<file path="src/hdl/tetf_pkg.sv">
package tetf_pkg;

  localparam int MAX_OUT = 9;
  localparam int CNT_W   = $clog2(MAX_OUT + 1);

  typedef logic [7:0]       byte_t;
  typedef logic [CNT_W-1:0] cnt_t;

  typedef enum logic [1:0] {
    RUN_NONE  = 2'd0,
    RUN_DASH  = 2'd1,
    RUN_DOT1  = 2'd2,
    RUN_DOT2  = 2'd3
  } run_t;

  typedef struct packed {
    run_t pending_run;
    logic in_markup;
    logic want_open_quote;
  } state_t;

  localparam state_t STATE_RESET = '{pending_run: RUN_NONE, in_markup: 1'b0,
                                     want_open_quote: 1'b1};

  typedef struct packed {
    logic [MAX_OUT-1:0][7:0] data;
    cnt_t                    cnt;
    logic                    want_open_quote;
  } emit_t;

  localparam byte_t CH_DASH   = 8'h2D;
  localparam byte_t CH_DOT    = 8'h2E;
  localparam byte_t CH_LT     = 8'h3C;
  localparam byte_t CH_GT     = 8'h3E;
  localparam byte_t CH_SQUOTE = 8'h27;
  localparam byte_t CH_DQUOTE = 8'h22;
  localparam byte_t CH_SPACE  = 8'h20;
  localparam byte_t CH_TAB    = 8'h09;
  localparam byte_t CH_CR     = 8'h0D;

  // Entity text, first character in the top byte.
  localparam logic [63:0] ENT_MDASH  = {"&mdash;", 8'h00};
  localparam logic [63:0] ENT_HELLIP = "&hellip;";
  localparam logic [63:0] ENT_LSQUO  = {"&lsquo;", 8'h00};
  localparam logic [63:0] ENT_RSQUO  = {"&rsquo;", 8'h00};
  localparam logic [63:0] ENT_LDQUO  = {"&ldquo;", 8'h00};
  localparam logic [63:0] ENT_RDQUO  = {"&rdquo;", 8'h00};

  localparam cnt_t LEN_ONE  = cnt_t'(1);
  localparam cnt_t LEN_ENT7 = cnt_t'(7);
  localparam cnt_t LEN_ENT8 = cnt_t'(8);

  function automatic logic is_ws(byte_t b);
    return (b >= CH_TAB && b <= CH_CR) || b == CH_SPACE;
  endfunction

  // Append the first len characters of s after the bytes already in e.
  function automatic emit_t put_str(emit_t e, logic [63:0] s, cnt_t len);
    emit_t r;
    cnt_t  k;
    r = e;
    for (int j = 0; j < MAX_OUT; j++) begin
      k = cnt_t'(j) - e.cnt;
      if (cnt_t'(j) >= e.cnt && k < len) begin
        r.data[j] = s[8*(7 - int'(k[2:0])) +: 8];
      end
    end
    r.cnt = e.cnt + len;
    return r;
  endfunction

  function automatic emit_t quote_stage(emit_t e, byte_t b);
    emit_t r;
    if (b == CH_SQUOTE) begin
      r = put_str(e, e.want_open_quote ? ENT_LSQUO : ENT_RSQUO, LEN_ENT7);
    end else if (b == CH_DQUOTE) begin
      r = put_str(e, e.want_open_quote ? ENT_LDQUO : ENT_RDQUO, LEN_ENT7);
    end else begin
      r = put_str(e, {b, 56'h0}, LEN_ONE);
      r.want_open_quote = is_ws(b);
    end
    return r;
  endfunction

  // Held dashes or dots that did not complete go out literally.
  function automatic emit_t flush_run(emit_t e, run_t run);
    emit_t r;
    r = e;
    case (run)
      RUN_DASH: r = quote_stage(r, CH_DASH);
      RUN_DOT1: r = quote_stage(r, CH_DOT);
      RUN_DOT2: r = quote_stage(quote_stage(r, CH_DOT), CH_DOT);
      default:  r = e;
    endcase
    return r;
  endfunction

endpackage

</file>
<file path="src/hdl/tetf_in_if.sv">
interface tetf_in_if;
  logic               valid;
  logic               ready;
  tetf_pkg::byte_t    in_byte;
  logic               end_of_text;

  modport source (output valid, output in_byte, output end_of_text, input ready);
  modport sink   (input valid, input in_byte, input end_of_text, output ready);
endinterface

</file>
<file path="src/hdl/tetf_out_if.sv">
interface tetf_out_if;
  logic               valid;
  logic               ready;
  tetf_pkg::byte_t    out_byte;
  logic               out_end;

  modport source (output valid, output out_byte, output out_end, input ready);
  modport sink   (input valid, input out_byte, input out_end, output ready);
endinterface

</file>
<file path="src/hdl/typographic_entity_text_filter.sv">
// Typographic entity filter: takes text one byte per beat on in_ch and sends the
// text on out_ch with "--" as &mdash;, "..." as &hellip; and quotes as curly-quote
// entities; markup from '<' through '>' passes untouched. Each input beat is
// expanded into an output buffer of up to nine bytes (nine for a broken dot run
// followed by a quote entity), which drains one byte per cycle while out_ch is
// ready. The next input byte is taken only as the buffer's last byte leaves or once
// it is empty, so plain text streams at one byte per clock unless out_ch stalls.
// out_end marks the last output byte caused by a byte flagged end_of_text, after
// which all filter state is back at reset.
module typographic_entity_text_filter (
  input logic       clk,
  input logic       rst,
  tetf_in_if.sink   in_ch,
  tetf_out_if.source out_ch
);

  tetf_pkg::state_t                    state;
  tetf_pkg::state_t                    state_next;
  tetf_pkg::emit_t                     emit;
  logic [tetf_pkg::MAX_OUT-1:0][7:0]   data;
  tetf_pkg::cnt_t                      cnt;
  tetf_pkg::cnt_t                      idx;
  logic                                last;

  logic in_take;
  logic out_take;

  tetf_expand u_expand (
    .in_byte     (in_ch.in_byte),
    .end_of_text (in_ch.end_of_text),
    .state       (state),
    .emit        (emit),
    .state_next  (state_next)
  );

  assign out_ch.valid    = idx != cnt;
  assign out_ch.out_byte = data[idx];
  assign out_ch.out_end  = last && (idx + tetf_pkg::LEN_ONE == cnt);

  assign out_take = out_ch.valid && out_ch.ready;
  // Next beat may enter as the buffer's final byte leaves.
  assign in_ch.ready = !out_ch.valid || (out_take && (idx + tetf_pkg::LEN_ONE == cnt));
  assign in_take     = in_ch.valid && in_ch.ready;

  always_ff @(posedge clk) begin
    if (rst) begin
      state <= tetf_pkg::STATE_RESET;
      cnt   <= '0;
      idx   <= '0;
      last  <= 1'b0;
    end else if (in_take) begin
      state <= state_next;
      cnt   <= emit.cnt;
      idx   <= '0;
      last  <= in_ch.end_of_text;
    end else if (out_take) begin
      idx <= idx + tetf_pkg::LEN_ONE;
    end
  end

  always_ff @(posedge clk) begin
    if (in_take) begin
      data <= emit.data;
    end
  end

  a_cnt_bound: assert property (@(posedge clk) disable iff (rst)
    cnt <= tetf_pkg::cnt_t'(tetf_pkg::MAX_OUT) && idx <= cnt)
    else $error("output buffer count out of range");

  a_end_resets: assert property (@(posedge clk) disable iff (rst)
    in_take && in_ch.end_of_text |=> state == tetf_pkg::STATE_RESET)
    else $error("filter state not cleared after final byte");

  a_end_emits: assert property (@(posedge clk) disable iff (rst)
    in_take && in_ch.end_of_text |=> cnt != '0 && last)
    else $error("final byte produced no output");

endmodule

</file>
<file path="src/hdl/tetf_expand.sv">
module tetf_expand (
  input  tetf_pkg::byte_t  in_byte,
  input  logic             end_of_text,
  input  tetf_pkg::state_t state,
  output tetf_pkg::emit_t  emit,
  output tetf_pkg::state_t state_next
);

  tetf_pkg::emit_t e;
  tetf_pkg::run_t  run;
  logic            markup;
  logic            fresh;

  always_comb begin
    e                 = '0;
    e.want_open_quote = state.want_open_quote;
    run               = state.pending_run;
    markup            = state.in_markup;
    fresh             = 1'b0;

    if (state.in_markup) begin
      e = tetf_pkg::put_str(e, {in_byte, 56'h0}, tetf_pkg::LEN_ONE);
      if (in_byte == tetf_pkg::CH_GT) begin
        markup = 1'b0;
      end
    end else begin
      case (state.pending_run)
        tetf_pkg::RUN_DASH: begin
          if (in_byte == tetf_pkg::CH_DASH) begin
            run = tetf_pkg::RUN_NONE;
            e   = tetf_pkg::put_str(e, tetf_pkg::ENT_MDASH, tetf_pkg::LEN_ENT7);
            e.want_open_quote = 1'b0;
          end else begin
            e     = tetf_pkg::flush_run(e, run);
            run   = tetf_pkg::RUN_NONE;
            fresh = 1'b1;
          end
        end
        tetf_pkg::RUN_DOT1: begin
          if (in_byte == tetf_pkg::CH_DOT) begin
            run = tetf_pkg::RUN_DOT2;
          end else begin
            e     = tetf_pkg::flush_run(e, run);
            run   = tetf_pkg::RUN_NONE;
            fresh = 1'b1;
          end
        end
        tetf_pkg::RUN_DOT2: begin
          if (in_byte == tetf_pkg::CH_DOT) begin
            run = tetf_pkg::RUN_NONE;
            e   = tetf_pkg::put_str(e, tetf_pkg::ENT_HELLIP, tetf_pkg::LEN_ENT8);
            e.want_open_quote = 1'b0;
          end else begin
            e     = tetf_pkg::flush_run(e, run);
            run   = tetf_pkg::RUN_NONE;
            fresh = 1'b1;
          end
        end
        default: fresh = 1'b1;
      endcase
    end

    if (fresh) begin
      if (in_byte == tetf_pkg::CH_DASH) begin
        run = tetf_pkg::RUN_DASH;
      end else if (in_byte == tetf_pkg::CH_DOT) begin
        run = tetf_pkg::RUN_DOT1;
      end else if (in_byte == tetf_pkg::CH_LT) begin
        e      = tetf_pkg::put_str(e, {in_byte, 56'h0}, tetf_pkg::LEN_ONE);
        markup = 1'b1;
      end else begin
        e = tetf_pkg::quote_stage(e, in_byte);
      end
    end

    if (end_of_text) begin
      e          = tetf_pkg::flush_run(e, run);
      state_next = tetf_pkg::STATE_RESET;
    end else begin
      state_next.pending_run     = run;
      state_next.in_markup       = markup;
      state_next.want_open_quote = e.want_open_quote;
    end

    emit = e;
  end

endmodule

</file>
<file path="src/flat_wrapper.sv">
// flat-port wrapper written by rule: the top's interface ports become plain ports
module typographic_entity_text_filter_flat 
  (clk, rst, in_ch_valid, in_ch_in_byte, in_ch_end_of_text, in_ch_ready, out_ch_valid, out_ch_out_byte, out_ch_out_end, out_ch_ready);
  tetf_in_if in_ch_i ();
  tetf_out_if out_ch_i ();
  input logic clk;
  input logic rst;
  input wire logic [$bits(in_ch_i.valid)-1:0] in_ch_valid;
  input wire logic [$bits(in_ch_i.in_byte)-1:0] in_ch_in_byte;
  input wire logic [$bits(in_ch_i.end_of_text)-1:0] in_ch_end_of_text;
  output wire logic [$bits(in_ch_i.ready)-1:0] in_ch_ready;
  output wire logic [$bits(out_ch_i.valid)-1:0] out_ch_valid;
  output wire logic [$bits(out_ch_i.out_byte)-1:0] out_ch_out_byte;
  output wire logic [$bits(out_ch_i.out_end)-1:0] out_ch_out_end;
  input wire logic [$bits(out_ch_i.ready)-1:0] out_ch_ready;
  assign in_ch_i.valid = in_ch_valid;
  assign in_ch_i.in_byte = in_ch_in_byte;
  assign in_ch_i.end_of_text = in_ch_end_of_text;
  assign in_ch_ready = in_ch_i.ready;
  assign out_ch_valid = out_ch_i.valid;
  assign out_ch_out_byte = out_ch_i.out_byte;
  assign out_ch_out_end = out_ch_i.out_end;
  assign out_ch_i.ready = out_ch_ready;
  typographic_entity_text_filter u_core (.clk(clk), .rst(rst), .in_ch(in_ch_i), .out_ch(out_ch_i));
endmodule
</file>
<file path="config.mk">
export PLATFORM = sky130hd
export DESIGN_NAME = typographic_entity_text_filter_flat
export DESIGN_NICKNAME = d
export VERILOG_FILES = /design/src/hdl/tetf_pkg.sv /design/src/hdl/tetf_in_if.sv /design/src/hdl/tetf_out_if.sv /design/src/hdl/typographic_entity_text_filter.sv /design/src/hdl/tetf_expand.sv /design/src/flat_wrapper.sv
export SDC_FILE = /design/constraint.sdc
export NUM_CORES = 1
export LEC_CHECK = 0
export ABC_AREA = 1
export BUFFER_PORTS_ARGS = -buffer_cell sky130_fd_sc_hd__buf_2
export CORE_ASPECT_RATIO = 1.25
export CORE_UTILIZATION = 64
export CTS_BUF_LIST = sky130_fd_sc_hd__clkbuf_4
export CTS_CLUSTER_DIAMETER = 60
export DETAILED_ROUTE_END_ITERATION = 16
export GPL_TIMING_DRIVEN = 0
export PLACE_DENSITY = 0.85
export SYNTH_ARGS = -nofsm -noshare
export SYNTH_HDL_FRONTEND = slang
export SYNTH_HIERARCHICAL = 1
export SYNTH_SLANG_ARGS = --single-unit
</file>
<file path="constraint.sdc">
create_clock -name clk -period 6 [get_ports clk]
set_input_delay 0.9 -clock clk [delete_from_list [all_inputs] [get_ports clk]]
set_output_delay 0.9 -clock clk [all_outputs]
set_load 0.03 [all_outputs]
</file>
# == Yosys cells after proc, flatten, opt, wreduce, memory -nomap -nowiden ==
# Cells that the tools add are included.
# word_totals
out_inout_bits,11
ff_bits,85
input_bits,13
word_cells,413
# classes
n_lt_le_gt_ge,84
shift,63
muxes,102
eq_ne,15
reduce_logical,56
add_sub_neg,78
# op_table
op,count
"variable part select 64 x 7 -> 8 bit, first input constant",36
variable part select 64 x 7 -> 8 bit,27
two-way mux 77 bit,14
two-way mux 8 bit,64
one-hot mux 77 bit (3 select lines),2
"less-than comparator 4 x 1 -> 1 bit, second input constant",36
"subtractor 3 x 3 -> 4 bit, first input constant",36
two-way mux 53 bit,2
"greater-or-equal comparator 3 x 4 -> 1 bit, first input constant",16
"subtractor 3 x 4 -> 4 bit, first input constant",16
two-way mux 59 bit,1
"== test 8 x 6 -> 1 bit, second input constant",7
logical AND 1 bit,50
"less-than comparator 4 x 3 -> 1 bit, second input constant",9
binary-select mux 8 bit (select 4 bit),1
"greater-or-equal comparator 1 x 4 -> 1 bit, first input constant",8
"greater-or-equal comparator 2 x 4 -> 1 bit, first input constant",8
"subtractor 1 x 4 -> 4 bit, first input constant",8
"subtractor 2 x 4 -> 4 bit, first input constant",8
"adder 4 x 1 -> 4 bit, second input constant",5
"greater-or-equal comparator 4 bit, first input constant",4
"subtractor 4 bit, first input constant",4
two-way mux 11 bit,1
two-way mux 2 bit,5
other kinds (15),30

# == Longest topological paths before layout ==
# depth
depth_word,33
depth_mapped,29

# == Cells and area by module ==
# Netlist, hierarchy kept.
# by_module_without_submodules
mod,seq_area_each_um2,area_per_inst_um2,cells_per_inst,instances
tetf_expand,0.0,4669.5,918,1
typographic_entity_text_filter,2422.3,3594.7,326,1

# == Least setup slack after synthesis ==
# Ideal clock, no wire load.
# synth_path
kind,input to register
start,input port in_ch_in_byte[1]
end,register u_core/data[50] (netlist name) (data pin)
arrival_ns,4.461
stages,28
t_required_ns,5.742
path_slack_ns,1.281
cell_sequence,buf_2 nand2_2 nor2_4 nand2_4 nand2_4 nand2_4 buf_6 buf_2 buf_2 ha_1 buf_2 inv_1 nand2_1 nand2_1 nand2_1 nand2_1 ha_1 ha_1 clkbuf_1 nor2_1 inv_1 nor2_1 nor2_1 nand3_1 nor2_2 o21ai_1 nor2_1 nor2_1
# synth_rtl
element,line_no,text
"start, declared",flat_wrapper.sv:9,input wire logic [$bits(in_ch_i.in_byte)-1:0] in_ch_in_byte;
"end signal, assigned",typographic_entity_text_filter.sv:63,data <= emit.data;
"end, declared",typographic_entity_text_filter.sv:20,logic [tetf_pkg::MAX_OUT-1:0][7:0] data;

==> reports/metrics.cfg <==
[final_layout]
final_nets = 1324
syn_to_final_growth_pct = 5.832
final_core_util = 0.6904
drive_gt1_frac = 0.1053

[detailed_routing]
routedWlPerCell_um = 23.19
viasPerCell = 6.673
drc_errors = 0
ant_nets = 0
wirelength_mm = 33.65
vias = 9682
drtIter0Drc = 1784
dr.pass1.iters = 7

[timing]
post-route-min-period_ns = 5.677
fin_crit_sh = 0.9461
hold_viol_final = 0
finalClockSkew_ns = 0.01743
setup_viol = 0
layout_setup_ws_ns = 0.3231
worst_pin_slew_ns = 1.238
fin_setup_tns_ns = 0
slew_headroom = 0.1683
drv_slew = 0
max_freq_mhz = 176.2
rsz0062_at_grt = false

[setup_path]
cp-start-kind = primary input
criticalPathCategory = primary input to register
worstPathMaxFanout = 13
crit_arrival_ns = 5.87
r2r.worst_path.cells = 24
critPathCaptureType = register
r2r_start = u_core/state[3]$_SDFFE_PP0P_
r2r_setup_slack_ns = 0.67
required_ns = 6.20
r2r_end = u_core/data[53]$_DFFE_PP_

[floorplanning]
die_width_um = 103.6
initial_core_util = 0.6524
ioPinCount = 24
die-height_um = 129.0
dieArea_sq_um = 13370
core_area_sq_um = 12660
row_count = 46

[synthesis]
ys.warnings.count = 6
syn_area_sq_um = 8260
synth_cells = 1243
synth.avg_cell_area_sq_um = 6.646

[placement]
gp_congestion = 1.141
numPortBuffers = 21
dpl_worst_slack_ns = 0.02330
hpwl_mm = 25.79

[global_route]
grt_pass1_wl_mm = 49.08
antenna_found_initial = 0
grtUsageTotal = 0.4950
overflow = 0
grt_pass1_vias = 8523
grt_max_degree = 41

[clock_network]
cts_tree = yes
cts-buffers-inserted = 9
htree_levels = 3
clock_path_buffers = 2
clk_pin_slew_ns = 0.14
clock_sinks = 85
hold_buffers = 0
postCtsSetupBuffers = 0
clk-insertion-delay-late_ns = 0.43
clock-root-buffer = clkbuf_4

[power_and_ir_drop]
pwr-share-clk = 0.059
vdd_drop_max_mv = 0.5038
switching_share = 0.5950
internal-power_w = 0.002218
powerDensity_nw_per_um2 = 626.5
power.switching_w = 0.003259
pwr-share-seq = 0.210
p_leak_nw = 3.970
pwr-share-comb = 0.731

[hold_path]
min_from = u_core/last$_SDFFE_PP0P_
hold_path_end = u_core/last$_SDFFE_PP0P_
hold_class = register to register
whs_path_depth = 2

[run]
drv_cap = 0

[run_status]
status = complete, no violations

## layout make-up
cell class                 instances  area, sq um
clock inverter                     7        72.57
fill                            1135         3920
clock buffer                       9        67.56
antenna                            1        2.502
inverter                         154        583.1
sequential                        85         2422
multi-input combinational        951         4966
timing repair buffer              22        125.1
tap                              168        210.2
buffer                            54        292.8
## worst max-delay path, cell delays in order
cell	delay, ns
buf_2	0.15
inv_2	0.07
nand2_1	0.25
nor2_8	0.09
nand2_4	0.15
nand2_4	0.12
nand2_4	0.11
buf_6	0.16
buf_2	0.30
buf_2	0.41
ha_1	0.29
buf_2	0.19
nand2_2	0.13
nand2_1	0.19
nand2_1	0.14
nand2_1	0.21
ha_1	0.31
ha_1	0.50
nor2_1	0.09
inv_1	0.09
nor2_1	0.06
nor2_1	0.14
nand3_1	0.17
nor2_2	0.16
o21ai_1	0.07
nor2_1	0.27
nor2_1	0.11
## worst max path at each step
| stage | startpoint | slack (ns) | end |
|---|---|---|---|
| 2_1_floorplan | in_ch_in_byte[1] | 1.28 | u_core/data[50]$_DFFE_PP_ |
| 3_3_place_gp | in_ch_in_byte[6] | 0.02 | u_core/data[53]$_DFFE_PP_ |
| 3_5_place_dp | in_ch_in_byte[6] | 0.02 | u_core/data[53]$_DFFE_PP_ |
| 4_1_cts | in_ch_in_byte[6] | 0.49 | u_core/data[53]$_DFFE_PP_ |
| 5_1_grt | in_ch_in_byte[6] | 0.14 | u_core/data[53]$_DFFE_PP_ |
| 6_report | in_ch_in_byte[7] | 0.32 | u_core/data[53]$_DFFE_PP_ |
## power groups by stage
stage	clock (W)	sequential (W)	combinational [W]
4_1_cts	0.000323	0.00114	0.00379
3_3_place_gp	0	0.00116	0.00369
6_report	0.000323	0.00115	0.00400
3_5_place_dp	0	0.00115	0.00377
5_1_grt	0.000343	0.00116	0.00422
2_1_floorplan	0	0.00112	0.00267
## sequential cells by signal, summed over array words and instances (netlist names)
name          cells
u_core/state      4
u_core/cnt        4
u_core/data      72
u_core/last       1
u_core/idx        4
## stage by stage
step,instance area (sq um),hold WS [ns],instances,total power [W]
CTS,8743,0.5004,1451,0.005256
floorplan,8268,0.4446,1245,0.003791
global route,8740,0.5413,1450,0.005727
global placement,8583,0.4613,1434,0.004845
finish,8742,0.4972,1451,0.005477
detailed placement,8603,0.4689,1435,0.004922
## what timing repair did
action	CTS	global route
resized for setup	0	0
hold endpoints to repair	0	0
setup endpoints to repair	0	2
## cells in the final DEF (no fill, tap or decap), types with 3 or more instances in the layout
master	instances
o21ai_1	11
o21ai_0	106
nand3_1	108
nand3_2	5
clkinv_1	3
conb_1	3
ha_1	34
dfxtp_1	13
buf_6	5
buf_2	33
inv_2	18
nor2_4	6
xnor2_1	3
o31ai_1	4
nand4_1	19
inv_6	3
o2111ai_1	4
edfxtp_1	72
clkbuf_4	9
buf_4	7
nor2_1	168
inv_1	133
clkbuf_1	25
nor3_1	18
xor2_1	3
a31oi_1	16
a21oi_1	58
o211ai_1	29
a22oi_1	4
buf_1	4
o311ai_0	3
nor2_8	3
nand2_1	275
nor2_2	7
o22ai_1	7
nand2_2	15
nand2_4	8
a21oi_2	3
## routing by layer
layer	GRT usage	wire [um]
met5	0	0
met4	0.4152	3364
met3	0.1041	4370
met2	0.7896	14600
met1	0.5797	11320
Power figures use the tool's default switching activity.
